**config.mk**
```make
export PLATFORM = sky130hd
export DESIGN_NAME = config_text_tokenizer_core_flat
export DESIGN_NICKNAME = d
export VERILOG_FILES = /design/src/rtl/cttok_pkg.sv /design/src/rtl/cttok_if.sv /design/src/rtl/config_text_tokenizer_core.sv /design/src/rtl/cttok_lex.sv /design/src/flat_wrapper.sv
export SDC_FILE = /design/constraint.sdc
export NUM_CORES = 1
export LEC_CHECK = 0
export BUFFER_PORTS_ARGS = -buffer_cell sky130_fd_sc_hd__buf_2
export CORE_ASPECT_RATIO = 0.75
export CORE_MARGIN = 3
export CORE_UTILIZATION = 42
export CTS_BUF_LIST = sky130_fd_sc_hd__clkbuf_2
export CTS_CLUSTER_DIAMETER = 40
export CTS_CLUSTER_SIZE = 30
export DETAILED_ROUTE_END_ITERATION = 8
export GPL_TIMING_DRIVEN = 0
export HOLD_SLACK_MARGIN = 0.1
export PLACE_DENSITY_LB_ADDON = 0.1
export SYNTH_ARGS = -nofsm -noshare
export SYNTH_HDL_FRONTEND = slang
export SYNTH_HIERARCHICAL = 1
export SYNTH_SLANG_ARGS = --single-unit
```
**constraint.sdc**
```tcl
create_clock -name clk -period 6.6 [get_ports clk]
set_input_delay 0.99 -clock clk [delete_from_list [all_inputs] [get_ports clk]]
set_output_delay 0.99 -clock clk [all_outputs]
set_load 0.05 [all_outputs]
```
**src/rtl/cttok_pkg.sv**
```systemverilog
`timescale 1ns / 1ps
// ----------------------------------------------------------------------------
// cttok_pkg: shared types and codes of the config text tokenizer
// Lexer modes, event and token codes, character constants and the result
// word layout used between the lexer step logic and the top level.
// ----------------------------------------------------------------------------
package cttok_pkg;

	// lexer modes
	typedef enum logic [1:0] {
		MODE_IDLE    = 2'd0,
		MODE_COMMENT = 2'd1,
		MODE_WORD    = 2'd2,
		MODE_STRING  = 2'd3
	} mode_t;

	// event kinds
	localparam logic [2:0] EV_PUNCT = 3'd0;
	localparam logic [2:0] EV_CHAR  = 3'd1;
	localparam logic [2:0] EV_END   = 3'd2;
	localparam logic [2:0] EV_ERROR = 3'd3;
	localparam logic [2:0] EV_DONE  = 3'd4;

	// token types
	localparam logic [3:0] TT_LBRACK = 4'd0;
	localparam logic [3:0] TT_RBRACK = 4'd1;
	localparam logic [3:0] TT_LBRACE = 4'd2;
	localparam logic [3:0] TT_RBRACE = 4'd3;
	localparam logic [3:0] TT_EQUAL  = 4'd4;
	localparam logic [3:0] TT_COMMA  = 4'd5;
	localparam logic [3:0] TT_DOT    = 4'd6;
	localparam logic [3:0] TT_WORD   = 4'd7;
	localparam logic [3:0] TT_STRING = 4'd8;
	localparam logic [3:0] TT_NONE   = 4'd15;

	// error codes
	localparam logic [1:0] ERR_NONE     = 2'd0;
	localparam logic [1:0] ERR_TOO_LONG = 2'd1;
	localparam logic [1:0] ERR_UNTERM   = 2'd2;

	// characters
	localparam logic [7:0] CH_HASH   = 8'h23;
	localparam logic [7:0] CH_EQUAL  = 8'h3D;
	localparam logic [7:0] CH_LBRACK = 8'h5B;
	localparam logic [7:0] CH_RBRACK = 8'h5D;
	localparam logic [7:0] CH_LBRACE = 8'h7B;
	localparam logic [7:0] CH_RBRACE = 8'h7D;
	localparam logic [7:0] CH_COMMA  = 8'h2C;
	localparam logic [7:0] CH_DOT    = 8'h2E;
	localparam logic [7:0] CH_QUOTE  = 8'h22;
	localparam logic [7:0] CH_LF     = 8'h0A;
	localparam logic [7:0] CH_TAB    = 8'h09;
	localparam logic [7:0] CH_CR     = 8'h0D;
	localparam logic [7:0] CH_SPACE  = 8'h20;
	localparam logic [7:0] CH_PLUS   = 8'h2B;
	localparam logic [7:0] CH_MINUS  = 8'h2D;
	localparam logic [7:0] CH_UNDER  = 8'h5F;
	localparam logic [7:0] CH_0      = 8'h30;
	localparam logic [7:0] CH_9      = 8'h39;
	localparam logic [7:0] CH_LC_A   = 8'h61;
	localparam logic [7:0] CH_LC_Z   = 8'h7A;
	localparam logic [7:0] CH_UC_A   = 8'h41;
	localparam logic [7:0] CH_UC_Z   = 8'h5A;

	// one result word
	typedef struct packed {
		logic [2:0] event_kind;
		logic [3:0] token_type;
		logic [7:0] text_byte;
		logic [6:0] token_length;
		logic [1:0] error_code;
		logic       last;
	} result_t;

	// outcome of one character in idle mode
	typedef struct packed {
		logic    emit;
		result_t res;
		mode_t   mode;
		logic [6:0] len;
	} idle_t;

	// outcome of one lexer step
	typedef struct packed {
		logic [1:0] count;
		result_t    res0;
		result_t    res1;
		mode_t      mode;
		logic [6:0] len;
	} step_t;

endpackage

```
**src/rtl/cttok_if.sv**
```systemverilog
`timescale 1ns / 1ps
// ----------------------------------------------------------------------------
// cttok_if: channel interfaces of the config text tokenizer
// Character channel into the block and event channel out of it, each with
// valid/ready flow control.
// ----------------------------------------------------------------------------
interface cttok_char_if;
	logic       valid;
	logic       ready;
	logic [7:0] in_byte;
	logic       end_of_input;

	modport source (output valid, output in_byte, output end_of_input, input ready);
	modport sink   (input valid, input in_byte, input end_of_input, output ready);
endinterface

interface cttok_event_if;
	logic       valid;
	logic       ready;
	logic [2:0] event_kind;
	logic [3:0] token_type;
	logic [7:0] text_byte;
	logic [6:0] token_length;
	logic [1:0] error_code;
	logic       last;

	modport source (output valid, output event_kind, output token_type, output text_byte,
		output token_length, output error_code, output last, input ready);
	modport sink   (input valid, input event_kind, input token_type, input text_byte,
		input token_length, input error_code, input last, output ready);
endinterface

```
**src/rtl/config_text_tokenizer_core.sv**
```systemverilog
`timescale 1ns / 1ps
// ----------------------------------------------------------------------------
// config_text_tokenizer_core: streaming lexer for a small config text format
// One character word in, zero to two event words out, through an input
// register, the lexer step logic and a two-entry result buffer.
// ----------------------------------------------------------------------------
// An accepted character is held in the input register; its events are then registered in the result buffer.
// Throughput: one character per cycle while the event channel takes each event;
//   a character that gives two events holds the input while the result buffer drains.
// Reset: mode idle, token length zero, capacity 128 (clamped to
//   MAX_TOKEN_BYTES), input register and result buffer empty.
module config_text_tokenizer_core #(
	parameter int MAX_TOKEN_BYTES = 128
) (
	input  logic                 clk,
	input  logic                 arst_n,
	cttok_char_if.sink           chars,
	cttok_event_if.source        events,
	input  logic                 cfg_we,
	input  logic [7:0]           cfg_wdata
);
	import cttok_pkg::*;

	// length limit: capacity clamped to [2, MAX_TOKEN_BYTES], minus one, at most 127
	function automatic logic [6:0] calc_limit(logic [7:0] cap_in);
		int c;
		c = int'(cap_in);
		if (c > MAX_TOKEN_BYTES) c = MAX_TOKEN_BYTES;
		if (c < 2) c = 2;
		c = c - 1;
		if (c > 127) c = 127;
		return 7'(c);
	endfunction

	logic [6:0] limit_q;
	mode_t      mode_q;
	logic [6:0] len_q;

	logic       valid_s1;
	logic [7:0] byte_s1;
	logic       eoi_s1;

	result_t    res0_q;
	result_t    res1_q;
	logic [1:0] cnt_q;

	step_t      step;
	logic       fire;
	logic       out_fire;

	// capacity register, stored as the derived limit
	always_ff @(posedge clk or negedge arst_n) begin
		if (!arst_n) begin
			limit_q <= calc_limit(8'd128);
		end else if (cfg_we) begin
			limit_q <= calc_limit(cfg_wdata);
		end
	end

	// handshakes
	assign out_fire     = events.valid && events.ready;
	assign fire         = valid_s1 && ((cnt_q == 2'd0) || ((cnt_q == 2'd1) && events.ready));
	assign chars.ready  = !valid_s1 || fire;

	// input register
	always_ff @(posedge clk or negedge arst_n) begin
		if (!arst_n) begin
			valid_s1 <= 1'b0;
		end else if (chars.ready) begin
			valid_s1 <= chars.valid;
		end
	end

	always_ff @(posedge clk) begin
		if (chars.valid && chars.ready) begin
			byte_s1 <= chars.in_byte;
			eoi_s1  <= chars.end_of_input;
		end
	end

	// lexer step
	cttok_lex u_lex (
		.mode         (mode_q),
		.len          (len_q),
		.limit        (limit_q),
		.in_byte      (byte_s1),
		.end_of_input (eoi_s1),
		.step         (step)
	);

	// lexer state
	always_ff @(posedge clk or negedge arst_n) begin
		if (!arst_n) begin
			mode_q <= MODE_IDLE;
			len_q  <= 7'd0;
		end else if (fire) begin
			mode_q <= step.mode;
			len_q  <= step.len;
		end
	end

	// result buffer: occupancy
	always_ff @(posedge clk or negedge arst_n) begin
		if (!arst_n) begin
			cnt_q <= 2'd0;
		end else if (fire) begin
			cnt_q <= step.count;
		end else if (out_fire) begin
			cnt_q <= cnt_q - 2'd1;
		end
	end

	// result buffer: entries, head is res0_q
	always_ff @(posedge clk) begin
		if (fire) begin
			res0_q <= step.res0;
			res1_q <= step.res1;
		end else if (out_fire) begin
			res0_q <= res1_q;
		end
	end

	// event outputs
	assign events.valid        = (cnt_q != 2'd0);
	assign events.event_kind   = res0_q.event_kind;
	assign events.token_type   = res0_q.token_type;
	assign events.text_byte    = res0_q.text_byte;
	assign events.token_length = res0_q.token_length;
	assign events.error_code   = res0_q.error_code;
	assign events.last         = res0_q.last;

	// checks
	a_cnt_range: assert property (@(posedge clk) disable iff (!arst_n)
		cnt_q != 2'd3)
		else $error("result buffer overfilled");

	a_head_not_last: assert property (@(posedge clk) disable iff (!arst_n)
		(cnt_q == 2'd2) |-> !res0_q.last)
		else $error("first of two buffered words marked last");

	a_len_idle: assert property (@(posedge clk) disable iff (!arst_n)
		((mode_q == MODE_IDLE) || (mode_q == MODE_COMMENT)) |-> (len_q == 7'd0))
		else $error("token length nonzero outside a token");

	a_eoi_reset: assert property (@(posedge clk) disable iff (!arst_n)
		(fire && eoi_s1) |=> ((mode_q == MODE_IDLE) && (len_q == 7'd0)))
		else $error("lexer not idle after end of text");

endmodule

```
**src/rtl/cttok_lex.sv**
```systemverilog
`timescale 1ns / 1ps
// ----------------------------------------------------------------------------
// cttok_lex: lexer step logic
// Given the current mode, token length and one character word, computes
// the next mode and length and up to two result words.
// ----------------------------------------------------------------------------
module cttok_lex (
	input  cttok_pkg::mode_t  mode,
	input  logic [6:0]        len,
	input  logic [6:0]        limit,
	input  logic [7:0]        in_byte,
	input  logic              end_of_input,
	output cttok_pkg::step_t  step
);
	import cttok_pkg::*;

	function automatic result_t mk(logic [2:0] kind, logic [3:0] ttype, logic [7:0] b,
		logic [6:0] l, logic [1:0] e);
		result_t r;
		r.event_kind   = kind;
		r.token_type   = ttype;
		r.text_byte    = b;
		r.token_length = l;
		r.error_code   = e;
		r.last         = 1'b0;
		return r;
	endfunction

	function automatic logic is_space(logic [7:0] c);
		return (c == CH_SPACE) || ((c >= CH_TAB) && (c <= CH_CR));
	endfunction

	function automatic logic is_word_char(logic [7:0] c);
		return ((c >= CH_LC_A) && (c <= CH_LC_Z)) || ((c >= CH_UC_A) && (c <= CH_UC_Z)) ||
			((c >= CH_0) && (c <= CH_9)) || (c == CH_PLUS) || (c == CH_MINUS) ||
			(c == CH_UNDER) || (c == CH_DOT);
	endfunction

	function automatic logic [3:0] punct_type(logic [7:0] c);
		logic [3:0] t;
		case (c)
			CH_LBRACK: t = TT_LBRACK;
			CH_RBRACK: t = TT_RBRACK;
			CH_LBRACE: t = TT_LBRACE;
			CH_RBRACE: t = TT_RBRACE;
			CH_EQUAL:  t = TT_EQUAL;
			CH_COMMA:  t = TT_COMMA;
			CH_DOT:    t = TT_DOT;
			default:   t = TT_NONE;
		endcase
		return t;
	endfunction

	// idle-mode handling of one character
	function automatic idle_t idle_char(logic [7:0] c);
		idle_t      r;
		logic [3:0] p;
		p      = punct_type(c);
		r.emit = 1'b0;
		r.res  = mk(EV_PUNCT, TT_LBRACK, 8'd0, 7'd0, ERR_NONE);
		r.mode = MODE_IDLE;
		r.len  = 7'd0;
		if (is_space(c)) begin
			r.mode = MODE_IDLE;
		end else if (c == CH_HASH) begin
			r.mode = MODE_COMMENT;
		end else if (p != TT_NONE) begin
			r.emit = 1'b1;
			r.res  = mk(EV_PUNCT, p, 8'd0, 7'd0, ERR_NONE);
		end else if (c == CH_QUOTE) begin
			r.mode = MODE_STRING;
		end else begin
			r.emit = 1'b1;
			r.res  = mk(EV_CHAR, TT_WORD, c, 7'd0, ERR_NONE);
			r.mode = MODE_WORD;
			r.len  = 7'd1;
		end
		return r;
	endfunction

	idle_t   idle_r;
	result_t done_r;

	always_comb begin
		idle_r    = idle_char(in_byte);
		done_r    = mk(EV_DONE, 4'd0, 8'd0, 7'd0, ERR_NONE);
		step.count = 2'd0;
		step.res0  = done_r;
		step.res1  = done_r;
		step.mode  = mode;
		step.len   = len;
		if (end_of_input) begin
			// close any open token, then report the end of the text
			if (mode == MODE_WORD) begin
				step.res0  = mk(EV_END, TT_WORD, 8'd0, len, ERR_NONE);
				step.count = 2'd1;
			end else if (mode == MODE_STRING) begin
				step.res0  = mk(EV_ERROR, TT_STRING, 8'd0, 7'd0, ERR_UNTERM);
				step.count = 2'd1;
			end
			if (step.count == 2'd0) begin
				step.res0 = done_r;
			end else begin
				step.res1 = done_r;
			end
			step.count = step.count + 2'd1;
			step.mode  = MODE_IDLE;
			step.len   = 7'd0;
		end else begin
			unique case (mode)
				MODE_COMMENT: begin
					if (in_byte == CH_LF) step.mode = MODE_IDLE;
				end
				MODE_WORD: begin
					if (is_word_char(in_byte)) begin
						step.count = 2'd1;
						if (len >= limit) begin
							step.res0 = mk(EV_ERROR, TT_WORD, 8'd0, 7'd0, ERR_TOO_LONG);
							step.mode = MODE_IDLE;
							step.len  = 7'd0;
						end else begin
							step.res0 = mk(EV_CHAR, TT_WORD, in_byte, 7'd0, ERR_NONE);
							step.len  = len + 7'd1;
						end
					end else begin
						// word ends; the character is lexed again in idle mode
						step.res0  = mk(EV_END, TT_WORD, 8'd0, len, ERR_NONE);
						step.res1  = idle_r.res;
						step.count = idle_r.emit ? 2'd2 : 2'd1;
						step.mode  = idle_r.mode;
						step.len   = idle_r.len;
					end
				end
				MODE_STRING: begin
					step.count = 2'd1;
					if (in_byte == CH_QUOTE) begin
						step.res0 = mk(EV_END, TT_STRING, 8'd0, len, ERR_NONE);
						step.mode = MODE_IDLE;
						step.len  = 7'd0;
					end else if (in_byte == CH_LF) begin
						step.res0 = mk(EV_ERROR, TT_STRING, 8'd0, 7'd0, ERR_UNTERM);
						step.mode = MODE_IDLE;
						step.len  = 7'd0;
					end else if (len >= limit) begin
						step.res0 = mk(EV_ERROR, TT_STRING, 8'd0, 7'd0, ERR_TOO_LONG);
						step.mode = MODE_IDLE;
						step.len  = 7'd0;
					end else begin
						step.res0 = mk(EV_CHAR, TT_STRING, in_byte, 7'd0, ERR_NONE);
						step.len  = len + 7'd1;
					end
				end
				default: begin
					step.res0  = idle_r.res;
					step.count = idle_r.emit ? 2'd1 : 2'd0;
					step.mode  = idle_r.mode;
					step.len   = idle_r.len;
				end
			endcase
		end
		// mark the final word of the step
		step.res0.last = (step.count == 2'd1);
		step.res1.last = (step.count == 2'd2);
	end

endmodule
```
**src/flat_wrapper.sv**
```systemverilog
// flat-port wrapper written by rule: the top's interface ports become plain ports
module config_text_tokenizer_core_flat import cttok_pkg::*;
#(
	parameter int MAX_TOKEN_BYTES = 128
)
  (clk, arst_n, cfg_we, cfg_wdata, chars_valid, chars_in_byte, chars_end_of_input, chars_ready, events_valid, events_event_kind, events_token_type, events_text_byte, events_token_length, events_error_code, events_last, events_ready);
  cttok_char_if chars_i ();
  cttok_event_if events_i ();
  input  logic clk;
  input  logic arst_n;
  input  logic cfg_we;
  input  logic [7:0] cfg_wdata;
  input wire logic [$bits(chars_i.valid)-1:0] chars_valid;
  input wire logic [$bits(chars_i.in_byte)-1:0] chars_in_byte;
  input wire logic [$bits(chars_i.end_of_input)-1:0] chars_end_of_input;
  output wire logic [$bits(chars_i.ready)-1:0] chars_ready;
  output wire logic [$bits(events_i.valid)-1:0] events_valid;
  output wire logic [$bits(events_i.event_kind)-1:0] events_event_kind;
  output wire logic [$bits(events_i.token_type)-1:0] events_token_type;
  output wire logic [$bits(events_i.text_byte)-1:0] events_text_byte;
  output wire logic [$bits(events_i.token_length)-1:0] events_token_length;
  output wire logic [$bits(events_i.error_code)-1:0] events_error_code;
  output wire logic [$bits(events_i.last)-1:0] events_last;
  input wire logic [$bits(events_i.ready)-1:0] events_ready;
  assign chars_i.valid = chars_valid;
  assign chars_i.in_byte = chars_in_byte;
  assign chars_i.end_of_input = chars_end_of_input;
  assign chars_ready = chars_i.ready;
  assign events_valid = events_i.valid;
  assign events_event_kind = events_i.event_kind;
  assign events_token_type = events_i.token_type;
  assign events_text_byte = events_i.text_byte;
  assign events_token_length = events_i.token_length;
  assign events_error_code = events_i.error_code;
  assign events_last = events_i.last;
  assign events_i.ready = events_ready;
  config_text_tokenizer_core #(.MAX_TOKEN_BYTES(MAX_TOKEN_BYTES)) u_core (.clk(clk), .arst_n(arst_n), .chars(chars_i), .events(events_i), .cfg_we(cfg_we), .cfg_wdata(cfg_wdata));
endmodule
```
==> implementation parameters <==
Parameter                              Value

STA
  Number of hold-slack violations in the final timing report    0
  Setup repair after global routing missed its margin    false
  Time the final worst path needs with I/O delays and setup    2.76 ns
  Fin crit share    41.8%
  Slew at the pin closest to its max-slew limit    0.758 ns
  Maximum clock frequency    0.362 GHz
  Hold slack final    0.369 ns
  Worst rel slew slack    49.5%
  Final-layout setup total negative slack    0 ns
  Total of endpoints with negative setup slack in the final report    0
  Slew Limit Fails    0
  Setup Skew    0.0308 ns

Final layout
  Layout cell share with drive strength beyond 1    19.5%
  Antenna diode count    0
  Commonest non-fill, non-tap cells in the layout    sky130_fd_sc_hd__nand2_1 (131), sky130_fd_sc_hd__buf_2 (59), sky130_fd_sc_hd__edfxtp_1 (59)
  Layout Nets    581
  Growth of design area from synthesis to finish    12.2%
  Most common cell after layout, fill and taps aside    sky130_fd_sc_hd__nand2_1

Detailed routing
  Routed via count    3547
  Wire length per cell after detailed routing    14.5 um
  Drt initial violations    322
  Router iterations before antenna repair    7
  Final WL    9900 um
  Drt via density    5.20
  ANT nets after route    0
  DRC errors left    0

Floorplanning
  DIE AREA    0.0119 mm^2
  Placeable Area    0.0100 mm^2
  Boundary Pins    49
  Std-Cell Rows    31
  Initial Utilization    44.6%
  Height of the chip    95.3 um
  Die width    125 um

Pwr
  Leakage power summed over all cells    0.00229 uW
  Power Density    414 mW/mm^2
  Peak supply drop    0.000297 V

CTS
  Total clock sinks    78
  Resize count post-CTS    0
  Clock-pin transition on the worst setup and hold timing paths    0.21 ns
  Clock tree from TritonCTS    built
  H-tree levels    3
  Clock latency on the worst-skew pair    0.53 ns
  Number of post-CTS setup repair buffers    0
  CTS root buf    sky130_fd_sc_hd__clkbuf_2
  Number of buffers inserted during clock tree synthesis    9
  Number of buffers on the longest clock path    2
  Quantity of hold-fixing buffers added after cts    0

Critical path
  Number of cells on the worst reg-to-reg path    10
  Kind of critical path    flip-flop to output port
  Startpoint class of the critical path    flip-flop
  Data arrival, critical path    1.77 ns
  Destination of the worst register-to-register timing path    u_core/events.text_byte[2]
  Critical-path cell list    inv_1 > ha_1 > a21oi_1 > nand2_1 > buf_2
  CP endpoint kind    output port
  CP max stage cell    sky130_fd_sc_hd__dfrtp_1
  Max Fanout on Critical Path    4
  Register-to-Register Setup Slack    3.88 ns
  Crit. Startpoint    u_core/cnt_q[0]
  Peak per-stage delay on the critical path    0.44 ns
  Required time of the critical path    5.61 ns
  Worst r2r src    u_core/limit_q[2]

GRT
  Antenna violations before repair    0
  Vias in the first global route    3198
  Pin count of the biggest net entering global routing    35
  Overall global routing resource usage    17.6%
  Global-route wire length before repair    16600 um
  Sum of overflow across all layers after global routing    0

Synthesis
  Cell variety after synth    61
  Share of flip-flops with an asynchronous set or reset after synthesis    24.4%
  Synthesized instance count    477
  Most frequently used flop master after synthesis    sky130_fd_sc_hd__edfxtp_1
  Yosys reg bits    78
  Share of synthesized area occupied by flip-flops and latches    50.5%
  Yosys Warn Count    6
  Number of enable flip-flop cells after synthesis    59
  Summed instance area of the synthesized netlist    0.00447 mm^2
  Mean instance size in the synthesized netlist    9.36 um^2

Status
  Result of the run    finished clean

Placed design
  Routability cong.    0.924
  PortBufs    48
  HPWL after detailed placement    7240 um

Min path
  Classification of the worst-slack hold path    input port to asynchronous set/reset pin

Flow run
  Max Cap Violations    0
synth_stat cells (5+ instances only):
cell | count | area [um^2]
sky130_fd_sc_hd__nand2_1 | 131 | 492
sky130_fd_sc_hd__ha_1 | 13 | 163
sky130_fd_sc_hd__nand2b_1 | 7 | 43.8
sky130_fd_sc_hd__buf_2 | 11 | 55.1
sky130_fd_sc_hd__nor3_1 | 11 | 55.1
sky130_fd_sc_hd__a21oi_1 | 17 | 85.1
sky130_fd_sc_hd__inv_1 | 23 | 86.3
sky130_fd_sc_hd__o21ai_0 | 14 | 70.1
sky130_fd_sc_hd__and2_1 | 6 | 37.5
sky130_fd_sc_hd__dfstp_2 | 7 | 184
sky130_fd_sc_hd__and3_1 | 15 | 93.8
sky130_fd_sc_hd__a21o_1 | 6 | 45.0
sky130_fd_sc_hd__and4_1 | 5 | 43.8
sky130_fd_sc_hd__nor2_1 | 29 | 109
sky130_fd_sc_hd__a31oi_1 | 9 | 56.3
sky130_fd_sc_hd__nand3_1 | 11 | 55.1
sky130_fd_sc_hd__buf_4 | 12 | 90.1
sky130_fd_sc_hd__dfrtp_1 | 12 | 300
sky130_fd_sc_hd__clkbuf_1 | 10 | 37.5
sky130_fd_sc_hd__edfxtp_1 | 59 | 1770
sky130_fd_sc_hd__nor2b_1 | 7 | 43.8
per-layer routing:
layer	vias up	global-route usage [%]	share of wire [%]
li1	1794	-	-
met1	1602	27.5	53
met2	141	24.2	39
met3	10	4.37	6.9
met4	0	4.60	1.1
met5	-	0	0
stage by stage:
stage	cell area (um^2)	setup slack [ns]	util [%]	total power, uW	cells
after floorplan	4500	4.02	-	1590	487
after global placement	4910	3.67	49.1	1830	667
after detailed placement	4910	3.64	49.1	1840	667
after CTS	5010	3.80	50.1	2090	682
after global routing	5010	3.64	50.1	2230	682
final	5010	3.84	50.1	2070	682
worst max-delay path: cells and delay by family, from the launching register on:
family	cells	cell delay [ns]
buffers and inverters	2	0.28
AOI/OAI and AO/OA	1	0.20
DFF	1	0.44
adders and majority gates	1	0.23
and+or+nand+nor	1	0.11
how the worst max path moves through the flow:
stage                              to  slack, ns  depth (start not counted)
floorplan           u_core/limit_q[6]       4.02                          9
global placement    u_core/limit_q[6]       3.67                         10
detailed placement  u_core/limit_q[6]       3.64                         10
CTS                       chars_ready       3.80                          5
global route              chars_ready       3.64                          5
finish                    chars_ready       3.84                          5
cells by family after synthesis:
kind of cell | Yosys count | synth area share (%)
buffers and inverters | 58 | 6.36
other | 1 | 0.0840
DFF | 78 | 50.5
AOI/OAI and AO/OA | 77 | 12.1
adders and majority gates | 13 | 3.64
muxes | 3 | 0.756
and+or+nand+nor | 243 | 25.8
xor gates and xnor gates | 4 | 0.784
cell type report:
class,count,area [um^2]
fill,987,5000
tap,132,165
clock inverter,5,51.3
inverter,24,90.1
buffer,34,194
clock buffer,10,50.0
multi-input combinational,351,1960
timing repair buffer,48,240
sequential,78,2260
power breakdown:
group	internal, uW	total (uW)	switching, uW
registers	763	826	63.0
logic	254	1000	748
clock network	84.7	246	161
state kept, by name, indices dropped and copies added, names as in the netlist:
signal	cells
u_core/mode_q	2
u_core/limit_q	7
u_core/len_q	7
u_core/events.token_type	4
u_core/eoi_s1	1
u_core/res1_q	25
u_core/byte_s1	8
u_core/events.error_code	2
u_core/events.last	1
u_core/cnt_q	2
u_core/events.token_length	7
u_core/events.event_kind	3
u_core/valid_s1	1
u_core/events.text_byte	8
Power figures use the tool's default switching activity.
